===== config.mk =====
export PLATFORM = sky130hd
export DESIGN_NAME = afc_box_flat
export DESIGN_NICKNAME = d
export VERILOG_FILES = /design/src/rtl/afc_pkg.sv /design/src/rtl/afc_if.sv /design/src/rtl/afc_box.sv /design/src/flat_wrapper.sv
export SDC_FILE = /design/constraint.sdc
export NUM_CORES = 1
export LEC_CHECK = 0
export BUFFER_PORTS_ARGS = -buffer_cell sky130_fd_sc_hd__buf_4
export CAP_MARGIN = 15
export CELL_PAD_IN_SITES_DETAIL_PLACEMENT = 0
export CELL_PAD_IN_SITES_GLOBAL_PLACEMENT = 2
export CORE_ASPECT_RATIO = 0.75
export CORE_MARGIN = 4
export CORE_UTILIZATION = 32
export DETAILED_ROUTE_END_ITERATION = 7
export GPL_TIMING_DRIVEN = 0
export HOLD_SLACK_MARGIN = 0.1
export PLACE_DENSITY = 0.88
export SYNTH_ARGS = -nofsm -noshare
export SYNTH_HDL_FRONTEND = slang
export SYNTH_SLANG_ARGS = --single-unit

===== constraint.sdc =====
create_clock -name i_clk -period 6.8 [get_ports i_clk]
set_input_delay 0.34 -clock i_clk [delete_from_list [all_inputs] [get_ports i_clk]]
set_output_delay 0.34 -clock i_clk [all_outputs]
set_load 0.1 [all_outputs]

===== src/rtl/afc_pkg.sv =====
// ----------------------------------------------------------------------------
// afc_pkg
// Types, widths and helpers shared by the frustum cull block.
// ----------------------------------------------------------------------------
package afc_pkg;

    localparam int CHUNK_SIZE = 16;
    localparam int NUM_PLANES = 6;
    localparam int IDX_W      = 12;
    localparam int COEF_W     = 14;
    localparam int OFS_W      = 22;
    localparam int PLANE_W    = 64;
    localparam int CFG_IDX_W  = 3;

    // bit positions of the packed plane fields
    localparam int A_LSB = 50;
    localparam int B_LSB = 36;
    localparam int C_LSB = 22;

    // world coordinate must hold 2048 * CHUNK_SIZE as a signed value
    localparam int CW = IDX_W + $clog2(CHUNK_SIZE) + 1;
    localparam int PW = COEF_W + CW;
    localparam int SW = PW + 2;

    // box stage plus two stages per plane cell
    localparam int AFC_DEPTH = 2 * NUM_PLANES + 1;
    localparam int CNT_W     = $clog2(AFC_DEPTH + 1);

    typedef struct packed {
        logic          vld;
        logic          vis;
        logic [CW-1:0] lo_x;
        logic [CW-1:0] lo_y;
        logic [CW-1:0] lo_z;
        logic [CW-1:0] hi_x;
        logic [CW-1:0] hi_y;
        logic [CW-1:0] hi_z;
    } t_afc_bus;

    typedef struct packed {
        logic               we;
        logic [PLANE_W-1:0] data;
    } t_afc_wr;

    function automatic logic [CW-1:0] f_box_lo(input logic [IDX_W-1:0] idx);
        logic signed [CW-1:0] v;
        logic signed [CW-1:0] s;
        v = CW'($signed(idx));
        s = $signed(CW'(CHUNK_SIZE));
        return CW'(v * s);
    endfunction

    function automatic logic [CW-1:0] f_box_hi(input logic [CW-1:0] lo);
        logic signed [CW-1:0] s;
        s = $signed(CW'(CHUNK_SIZE));
        return CW'($signed(lo) + s);
    endfunction

endpackage


===== src/rtl/afc_if.sv =====
// ----------------------------------------------------------------------------
// afc channel interfaces
// Valid/ready channels for box requests, cull responses and plane writes.
// ----------------------------------------------------------------------------
interface afc_req_if;
    import afc_pkg::*;

    logic             valid;
    logic             ready;
    logic [IDX_W-1:0] chunk_x;
    logic [IDX_W-1:0] chunk_y;
    logic [IDX_W-1:0] chunk_z;

    modport source (output valid, output chunk_x, output chunk_y, output chunk_z,
                    input ready);
    modport sink   (input valid, input chunk_x, input chunk_y, input chunk_z,
                    output ready);
endinterface



===== src/rtl/afc_box.sv =====
// ----------------------------------------------------------------------------
// afc_box
// Register a request and expand chunk indices into box bounds.
// ----------------------------------------------------------------------------
module afc_box (
    input  logic              i_clk,
    input  logic              i_rst_n,
    afc_req_if.sink           i_req,
    output afc_pkg::t_afc_bus o_bus,
    input  logic              i_rdy
);
    import afc_pkg::*;

    t_afc_bus r_bus;
    t_afc_bus n_bus;
    logic     w_adv;

    assign w_adv     = !r_bus.vld || i_rdy;
    assign i_req.ready = w_adv;
    assign o_bus     = r_bus;

    always_comb begin
        n_bus      = r_bus;
        n_bus.vld  = i_req.valid;
        n_bus.vis  = 1'b1;
        n_bus.lo_x = f_box_lo(i_req.chunk_x);
        n_bus.lo_y = f_box_lo(i_req.chunk_y);
        n_bus.lo_z = f_box_lo(i_req.chunk_z);
        n_bus.hi_x = f_box_hi(n_bus.lo_x);
        n_bus.hi_y = f_box_hi(n_bus.lo_y);
        n_bus.hi_z = f_box_hi(n_bus.lo_z);
    end

    always_ff @(posedge i_clk) begin
        if (!i_rst_n) begin
            r_bus.vld <= 1'b0;
        end else if (w_adv) begin
            r_bus <= n_bus;
        end
    end

endmodule


===== src/flat_wrapper.sv =====
// flat-port wrapper written by rule: the top's interface ports become plain ports
module afc_box_flat import afc_pkg::*;
  (i_clk, i_rst_n, o_bus, i_rdy, i_req_valid, i_req_chunk_x, i_req_chunk_y, i_req_chunk_z, i_req_ready);
  afc_req_if i_req_i ();
  input  logic i_clk;
  input  logic i_rst_n;
  output afc_pkg::t_afc_bus o_bus;
  input  logic i_rdy;
  input wire logic [$bits(i_req_i.valid)-1:0] i_req_valid;
  input wire logic [$bits(i_req_i.chunk_x)-1:0] i_req_chunk_x;
  input wire logic [$bits(i_req_i.chunk_y)-1:0] i_req_chunk_y;
  input wire logic [$bits(i_req_i.chunk_z)-1:0] i_req_chunk_z;
  output wire logic [$bits(i_req_i.ready)-1:0] i_req_ready;
  assign i_req_i.valid = i_req_valid;
  assign i_req_i.chunk_x = i_req_chunk_x;
  assign i_req_i.chunk_y = i_req_chunk_y;
  assign i_req_i.chunk_z = i_req_chunk_z;
  assign i_req_ready = i_req_i.ready;
  afc_box u_core (.i_clk(i_clk), .i_rst_n(i_rst_n), .i_req(i_req_i), .o_bus(o_bus), .i_rdy(i_rdy));
endmodule

==> results_dict.tcl <==
set metrics [dict create \
    insertedDiodeCount 0 \
    place_hpwl_um 4900 \
    area_growth_pct 45.1 \
    grt_pass1_wl_um 9500 \
    rows 31 \
    rsz0062_at_grt "no" \
    fin_nets 397 \
    numCtsBuffers 9 \
    h-tree-depth 3 \
    gr-total-overflow 0 \
    synth_edf_count 75 \
    ant_nets 0 \
    synthFlopType "edfxtp_1" \
    drive_gt1_share_pct 49.6 \
    core_um2 9700 \
    skew_ps 2.91 \
    port_buffers 119 \
    clk_path_buf_depth 2 \
    first_pass_iters 4 \
    grt_pass1_vias 1879 \
    ir_worst_vdd_uv 138 \
    synthCells 200 \
    synthTopCellsByCount "edfxtp_1 (75), buf_4 (28), xor2_1 (17)" \
    finalHoldViolCount 0 \
    finalSetupViolations 0 \
    seq_area_um2 2270 \
    syn_area_um2 3180 \
    cp.required_ps 6460 \
    die_y_um 94.4 \
    cts_root_buf "clkbuf_16" \
    power.leakage_uw 0.00196 \
    via_per_inst 4.07 \
    cts_tree "yes" \
    synth_top_cell_by_area "edfxtp_1" \
    pre_cts_slack_ps 5320 \
    crit_arrival_ps 1080 \
    grt_max_degree 76 \
    critPathMaxFanout 2 \
    fin_crit_ps 1420 \
    fin_crit_sh_pct 20.8 \
    clkSinkCount 76 \
    synthArstFlopShare_pct 0 \
    critPathLaunchType "flip-flop" \
    grt_usage_pct 10.9 \
    clk_latency_ps 320 \
    synth.most_common_cell "edfxtp_1" \
    synth.top_cell.area_share_pct 70.7 \
    filler_cell_count 862 \
    die_w_um 123 \
    drv_slew 0 \
    avgSynthCellArea_um2 15.9 \
    cts_setup_buffers 0 \
    place.gp.congestion 0.773 \
    fp.dieArea_um2 11600 \
    path_class "reg2out" \
    tns_ps 0 \
    clkTransAtPathRegs_ps 50 \
    hold_path.class "in2reg" \
    worst_slack_ps 5380 \
    status "finished, final reports clean" \
    boundaryPins 145 \
    start_util_pct 32.8 \
    cp-end-kind "output pin" \
    drt-wirelength-per-cell_um 13.0 \
    postCtsResizedCells 0 \
    ys_seq_elements 76 \
    power.density_nw_per_um2 296 \
    multi_input_area_um2 757 \
    drt-total-wl_um 6370 \
    largest_reg_flops 76 \
    ys_seq_area_share_pct 71.4 \
    drc 0 \
    vias 2000 \
    grt_antenna_before_repair 0 \
    yosysUniqueCellTypes 24 \
    clock.fmax_ghz 0.706 \
    yosys_warnings 0 \
    cts-hold-fix-buffers 0 \
    drt-initial-drc-count 76 \
    synthTopCellsByArea "edfxtp_1 (71%), buf_4 (6.6%), xor2_1 (4.7%)" \
    max_cap_viol_count 0 \
]
metrics by stage:
stage                     util [%]  std cells  hold slack, ps  area [µm²]  power [µW]
after global placement        44.6        474             514        4330         963
final                         47.7        491             212        4620        1370
after detailed placement      45.0        475             536        4360         966
after CTS                     47.7        491             193        4620        1380
after global routing          47.7        491             197        4620        1420
after floorplan                  -        223             439        3270         881
worst max-delay path: stages, from the launching register on:
cell      delay [ps]
edfxtp_1         390
buf_4            140
buf_4            220
final timing paths:
| path | from | slack, ps | cells after the start | end |
|---|---|---|---|---|
| worst max-delay path | u_core.o_bus[83] | 5380 | 2 | o_bus[84] |
| worst min-delay path | i_req_chunk_y[11] | 210 | 1 | u_core.o_bus[83] |
| worst max register to register | u_core.o_bus[103] | 5540 | 3 | u_core.o_bus[13] |
| worst min register to register | u_core.o_bus[103] | 540 | 2 | u_core.o_bus[103] |
placed cells by master (no fill, tap or decap), types with 2 or more instances in the layout:
cell type / instances
and3_1: 4
buf_4: 147
clkbuf_1: 3
clkbuf_16: 9
clkinv_2: 2
conb_1: 25
edfxtp_1: 75
ha_1: 3
inv_1: 9
nand2_1: 5
nand3_1: 10
nand3_2: 3
nand4_1: 4
nand4_2: 2
nor2_1: 7
nor3_2: 9
xnor2_1: 13
xor2_1: 17
cells by family (layout without fill, tap and decap cells):
logic type	count (synthesis)	count (layout)	synth area share, %
xor gates and xnor gates	30	30	8.25
DFF	76	76	71.4
and+or+nand+nor	48	48	10.2
AOI/OAI and AO/OA	4	4	1.10
buffers and inverters	37	173	7.66
adders and majority gates	3	3	1.18
other	2	25	0.236
power by group:
| group | internal (µW) | switching, µW |
|---|---|---|
| Sequential | 551 | 8.13 |
| Combinational | 74.2 | 321 |
| Clock | 246 | 166 |
| Total | 871 | 495 |
per-layer routing:
layer  up-vias  part of all wire (%)  global-route usage (%)
li1        977                     -                       -
met4         0                  0.86                    3.59
met2       102                    46                    17.1
met3         6                    11                    5.75
met5         -                     0                       0
met1       915                    41                    12.8
final cells by class:
| cell class | instances | area share, % |
|---|---|---|
| multi-input cells | 110 | 16.4 |
| clock inverters | 4 | 0.568 |
| repair buffers | 120 | 19.9 |
| clock buffers | 12 | 5.12 |
| flip-flops and latches | 76 | 49.2 |
| plain buffers | 28 | 4.55 |
| well taps | 132 | 3.57 |
| inverters | 9 | 0.731 |
(Power assumes the default switching activity.)
