$ cat src/rtl/afc_pkg.sv
// ----------------------------------------------------------------------------
// afc_pkg
// Types, widths and helpers shared by the frustum cull block.
// ----------------------------------------------------------------------------
package afc_pkg;

    localparam int CHUNK_SIZE = 16;
    localparam int NUM_PLANES = 6;
    localparam int IDX_W      = 12;
    localparam int COEF_W     = 14;
    localparam int OFS_W      = 22;
    localparam int PLANE_W    = 64;
    localparam int CFG_IDX_W  = 3;

    // bit positions of the packed plane fields
    localparam int A_LSB = 50;
    localparam int B_LSB = 36;
    localparam int C_LSB = 22;

    // world coordinate must hold 2048 * CHUNK_SIZE as a signed value
    localparam int CW = IDX_W + $clog2(CHUNK_SIZE) + 1;
    localparam int PW = COEF_W + CW;
    localparam int SW = PW + 2;

    // box stage plus two stages per plane cell
    localparam int AFC_DEPTH = 2 * NUM_PLANES + 1;
    localparam int CNT_W     = $clog2(AFC_DEPTH + 1);

    typedef struct packed {
        logic          vld;
        logic          vis;
        logic [CW-1:0] lo_x;
        logic [CW-1:0] lo_y;
        logic [CW-1:0] lo_z;
        logic [CW-1:0] hi_x;
        logic [CW-1:0] hi_y;
        logic [CW-1:0] hi_z;
    } t_afc_bus;

    typedef struct packed {
        logic               we;
        logic [PLANE_W-1:0] data;
    } t_afc_wr;

    function automatic logic [CW-1:0] f_box_lo(input logic [IDX_W-1:0] idx);
        logic signed [CW-1:0] v;
        logic signed [CW-1:0] s;
        v = CW'($signed(idx));
        s = $signed(CW'(CHUNK_SIZE));
        return CW'(v * s);
    endfunction

    function automatic logic [CW-1:0] f_box_hi(input logic [CW-1:0] lo);
        logic signed [CW-1:0] s;
        s = $signed(CW'(CHUNK_SIZE));
        return CW'($signed(lo) + s);
    endfunction

endpackage

$ cat src/rtl/afc_cell.sv
// ----------------------------------------------------------------------------
// afc_cell
// One plane of the chain: hold the plane, test the box, pass it on.
// ----------------------------------------------------------------------------
module afc_cell (
    input  logic              i_clk,
    input  logic              i_rst_n,
    input  afc_pkg::t_afc_wr  i_wr,
    input  afc_pkg::t_afc_bus i_bus,
    output logic              o_rdy,
    output afc_pkg::t_afc_bus o_bus,
    input  logic              i_rdy
);
    import afc_pkg::*;

    logic [PLANE_W-1:0]   r_plane;
    t_afc_bus             r_a;
    t_afc_bus             r_b;
    t_afc_bus             n_b;
    logic signed [PW-1:0] r_px;
    logic signed [PW-1:0] r_py;
    logic signed [PW-1:0] r_pz;

    logic signed [COEF_W-1:0] w_a;
    logic signed [COEF_W-1:0] w_b;
    logic signed [COEF_W-1:0] w_c;
    logic signed [OFS_W-1:0]  w_d;
    logic signed [CW-1:0]     w_x;
    logic signed [CW-1:0]     w_y;
    logic signed [CW-1:0]     w_z;
    logic signed [SW-1:0]     w_sum;
    logic                     w_a_adv;
    logic                     w_b_adv;

    assign w_a = $signed(r_plane[A_LSB +: COEF_W]);
    assign w_b = $signed(r_plane[B_LSB +: COEF_W]);
    assign w_c = $signed(r_plane[C_LSB +: COEF_W]);
    assign w_d = $signed(r_plane[OFS_W-1:0]);

    // pick the corner that maximizes the dot product
    assign w_x = $signed(w_a[COEF_W-1] ? i_bus.lo_x : i_bus.hi_x);
    assign w_y = $signed(w_b[COEF_W-1] ? i_bus.lo_y : i_bus.hi_y);
    assign w_z = $signed(w_c[COEF_W-1] ? i_bus.lo_z : i_bus.hi_z);

    assign w_b_adv = !r_b.vld || i_rdy;
    assign w_a_adv = !r_a.vld || w_b_adv;
    assign o_rdy   = w_a_adv;
    assign o_bus   = r_b;

    assign w_sum = SW'(r_px) + SW'(r_py) + SW'(r_pz) + SW'(w_d);

    always_comb begin
        n_b     = r_a;
        n_b.vis = r_a.vis && !w_sum[SW-1];
    end

    always_ff @(posedge i_clk) begin
        if (!i_rst_n) begin
            r_plane <= '0;
        end else if (i_wr.we) begin
            r_plane <= i_wr.data;
        end
    end

    always_ff @(posedge i_clk) begin
        if (!i_rst_n) begin
            r_a.vld <= 1'b0;
        end else if (w_a_adv) begin
            r_a  <= i_bus;
            r_px <= PW'(w_a) * PW'(w_x);
            r_py <= PW'(w_b) * PW'(w_y);
            r_pz <= PW'(w_c) * PW'(w_z);
        end
    end

    always_ff @(posedge i_clk) begin
        if (!i_rst_n) begin
            r_b.vld <= 1'b0;
        end else if (w_b_adv) begin
            r_b <= n_b;
        end
    end

endmodule

$ cat config.mk
export PLATFORM = sky130hd
export DESIGN_NAME = afc_cell
export DESIGN_NICKNAME = d
export VERILOG_FILES = /design/src/rtl/afc_pkg.sv /design/src/rtl/afc_cell.sv
export SDC_FILE = /design/constraint.sdc
export NUM_CORES = 2
export LEC_CHECK = 0
export BUFFER_PORTS_ARGS = -buffer_cell sky130_fd_sc_hd__buf_2
export CELL_PAD_IN_SITES_DETAIL_PLACEMENT = 0
export CELL_PAD_IN_SITES_GLOBAL_PLACEMENT = 1
export CORE_AREA = 2 2 276 278
export CTS_CLUSTER_SIZE = 30
export DETAILED_ROUTE_END_ITERATION = 12
export DIE_AREA = 0 0 278 280
export PLACE_DENSITY_LB_ADDON = 0.1
export SETUP_SLACK_MARGIN = 0.3
export SYNTH_ARGS = -nofsm -noshare
export SYNTH_HDL_FRONTEND = slang
export SYNTH_SLANG_ARGS = --single-unit
export TNS_END_PERCENT = 5
$ cat constraint.sdc
create_clock -name i_clk -period 15.6 [get_ports i_clk]
set_input_delay 3.12 -clock i_clk [delete_from_list [all_inputs] [get_ports i_clk]]
set_output_delay 3.12 -clock i_clk [all_outputs]
set_load 0.02 [all_outputs]
==> impl_metrics.py <==
metrics = {
    "setup_path": {
        "crit_top_cell": "fa_1",
        "crit_required_ps": 15950,
        "worstSetupPathType": "in -> reg",
        "critical-path-slowest-cell": "fa_1",
        "r2r_cells": 22,
        "cp_max_fo": 13,
        "critPathCaptureType": "register",
        "start_kind": "input pin",
        "rrSetupSlack_ps": 8310,
        "critical-path-max-stage-delay_ps": 790,
        "worstPathCellList": "buf_2 > mux2_2 > and2_1 > ha_1 > inv_1 > fa_1 > inv_1 > fa_1 > fa_1 > fa_1 > inv_1 > fa_1 > inv_1 > ha_1 > nand2_1 > nor4_4 > nand2_1 > a21oi_1 > o2111ai_2 > a31oi_1 > and4_4 > nor3_2",
        "critPathArrivalTime_ps": 9350,
    },
    "floorplanning": {
        "die_w_microns": 278,
        "die_area_sq_um": 77840,
        "initial_core_util_pct": 54.24,
        "io_pins": 277,
        "core-area_sq_um": 75190,
        "rows": 101,
        "die_h_microns": 280,
    },
    "pwr": {
        "leakage_uw": 0.02130,
        "power.density_nw_per_um2": 146.8,
        "peakVddDrop_v": 0.0001098,
        "power_uw": 6546,
    },
    "finish": {
        "final_core_util_pct": 59.29,
        "final_cell_mix": "809 x inv_1, 755 x fa_1, 348 x and2_1, 322 x nand2_1, 299 x edfxtp_1",
        "fin_cells": 4940,
        "diodes": 0,
        "nNetsFinal": 5103,
        "postLayoutCellArea_sq_um": 44580,
        "layout_commonest_cell": "inv_1",
        "syn_to_final_growth_pct": 9.301,
        "drive_gt1_share_pct": 10.98,
    },
    "synthesis": {
        "synth-seq-cells": 365,
        "synth_compound_area_share_pct": 3.761,
        "synth_edf_count": 299,
        "synthXorXnorAreaFrac_pct": 2.233,
        "ys_seq_area_share_pct": 25.25,
        "synth-async-reset-ratio_pct": 0,
        "synth.avg_cell_area_sq_um": 10.95,
        "yosysUniqueCellTypes": 69,
        "synthMuxAreaShare_pct": 2.994,
        "synth_ff_type": "edfxtp_1",
        "syn_area_sq_um": 40790,
        "syn_nets": 4900,
        "synth_fa_ha_area_share_pct": 44.70,
        "syn_inst": 3724,
        "synth-simple-area-share_pct": 12.37,
        "synth_top_family_by_area": "adder cells",
        "yosysWarnings": 0,
    },
    "clock_tree": {
        "cts_sinks": 365,
        "post_cts_resized": 0,
        "clk_latency_ps": 600,
        "cts_tree": "done",
        "clk_pin_slew_ps": 60,
        "cts-root-buf": "clkbuf_16",
        "htree_levels": 2,
        "clock_path_buffers": 3,
        "cts_buffers": 44,
        "post_cts.repair.setup_buffers": 0,
        "ctsHoldBuffers": 0,
    },
    "routing": {
        "first_iter_violations": 1310,
        "vias": 25450,
        "wl_per_cell_microns": 17.92,
        "finalWirelength_mm": 88.54,
        "viasPerCell": 5.152,
        "drtPass1Iterations": 5,
        "route.detailed.drc": 0,
        "antenna_left": 0,
    },
    "outcome": {
        "status": "completed",
    },
    "sta": {
        "maxSlewViolCount": 0,
        "final.period_utilization_pct": 57.71,
        "fin_crit_ps": 9003,
        "setup_tns_ps": 0,
        "max_freq_mhz": 111.1,
        "rsz0062_at_grt": "no",
        "finalClockSkew_ps": 17.38,
        "slew_headroom_pct": 33.21,
        "hold_viol_final": 0,
        "setup_viol": 0,
        "max_slew.worst_pin.slew_ps": 1002,
    },
    "place": {
        "gp_congestion": 0.8257,
        "hpwlAfterDp_mm": 72.67,
        "placed_area_sq_um": 43010,
        "dp.cells": 4859,
        "port_buffers": 276,
    },
    "grt": {
        "grt_pass1_vias": 27510,
        "use_met2_pct": 39.77,
        "grt_pass1_wl_mm": 147.3,
        "grt_usage_pct": 24.03,
        "grt-ovfl-total": 0,
        "use_met3_pct": 3.281,
        "antenna_found_initial": 3,
        "top_usage_layer": "met2",
        "met1_usage_pct": 34.31,
        "grt_max_degree": 76,
    },
    "hold_path": {
        "hold-path-cell-count": 0,
        "hold_path_class": "reg -> reg",
    },
    "run": {
        "cap_violations": 0,
    },
}
## sequential cells by signal, indices dropped and copies added (netlist names)
| name | flops |
|---|---|
| o_bus | 104 |
| n_b | 103 |
| r_plane | 64 |
| r_px | 31 |
| r_py | 31 |
| r_pz | 31 |
| r_a | 1 |
## synth_stat cells, drive strengths merged (7+ instances only)
master	number	share of area [%]
inv	809	7.4
fa	755	37
and2	349	5.4
nand2	322	3.0
edfxtp	299	22
ha	249	7.6
clkbuf	129	1.2
nor2b	102	1.6
xnor2	86	1.8
nor2	75	0.69
a21oi	73	0.91
mux2i	68	1.7
dfxtp	66	3.2
mux2	48	1.3
o21ai	42	0.52
nand2b	31	0.48
a21o	30	0.55
nand3	19	0.23
xor2	18	0.39
and3	17	0.26
a211oi	13	0.25
nor3	13	0.17
o21a	13	0.24
nand4	10	0.15
o21bai	9	0.17
or2	7	0.11
## stage by stage
step / hold WS [ps] / setup slack (ps)
after global placement: 400.3 / 6099
final: 412.5 / 6597
after global routing: 419.8 / 6208
after floorplan: 400.3 / 6451
after CTS: 414.0 / 6613
after detailed placement: 404.5 / 5956
## path summary, 6_finish.rpt
kind | endpoint | start
max | r_px[30] | i_bus[50]
min | o_bus[98] | n_b[98]
max reg2reg | r_pz[29] | r_plane[35]
min reg2reg | o_bus[98] | n_b[98]
## cell type report
cell class                 instances  area (sq um)
multi-input combinational       2416         26950
tap                              978          1224
sequential                       365         10300
timing repair buffer             291          1496
fill                            6414         30610
clock buffer                      52          1184
inverter                         809          3037
clock inverter                    29         386.6
## kinds of logic after synthesis
logic type | count (synthesis)
fa+ha+maj | 1004
simple gates | 965
buf+inv | 943
flops | 365
compound gates | 227
mux | 116
xor+xnor | 104
## metal layers
layer | part of all wire, % | wire length, microns
met1 | 46 | 40610
met5 | 0 | 0
met2 | 48 | 42590
met4 | 1.8 | 1556
met3 | 4.3 | 3780
## power breakdown
part | internal (uW) | total [uW] | leakage [uW] | switching [uW]
registers | 1350 | 1480 | 0.00347 | 129
clock network | 666 | 1110 | 0.000764 | 446
logic | 1710 | 3960 | 0.0171 | 2240
total | 3730 | 6550 | 0.0213 | 2820
## worst max-delay path, delay by kind of cell
family,cells,cell delay [ps]
adder cells (fa/ha/maj),7,3570
AND/OR/NAND/NOR,6,1150
multiplexers,1,370
buffers and inverters,5,460
AO/OA/AOI/OAI,3,690
(Power assumes the default switching activity.)
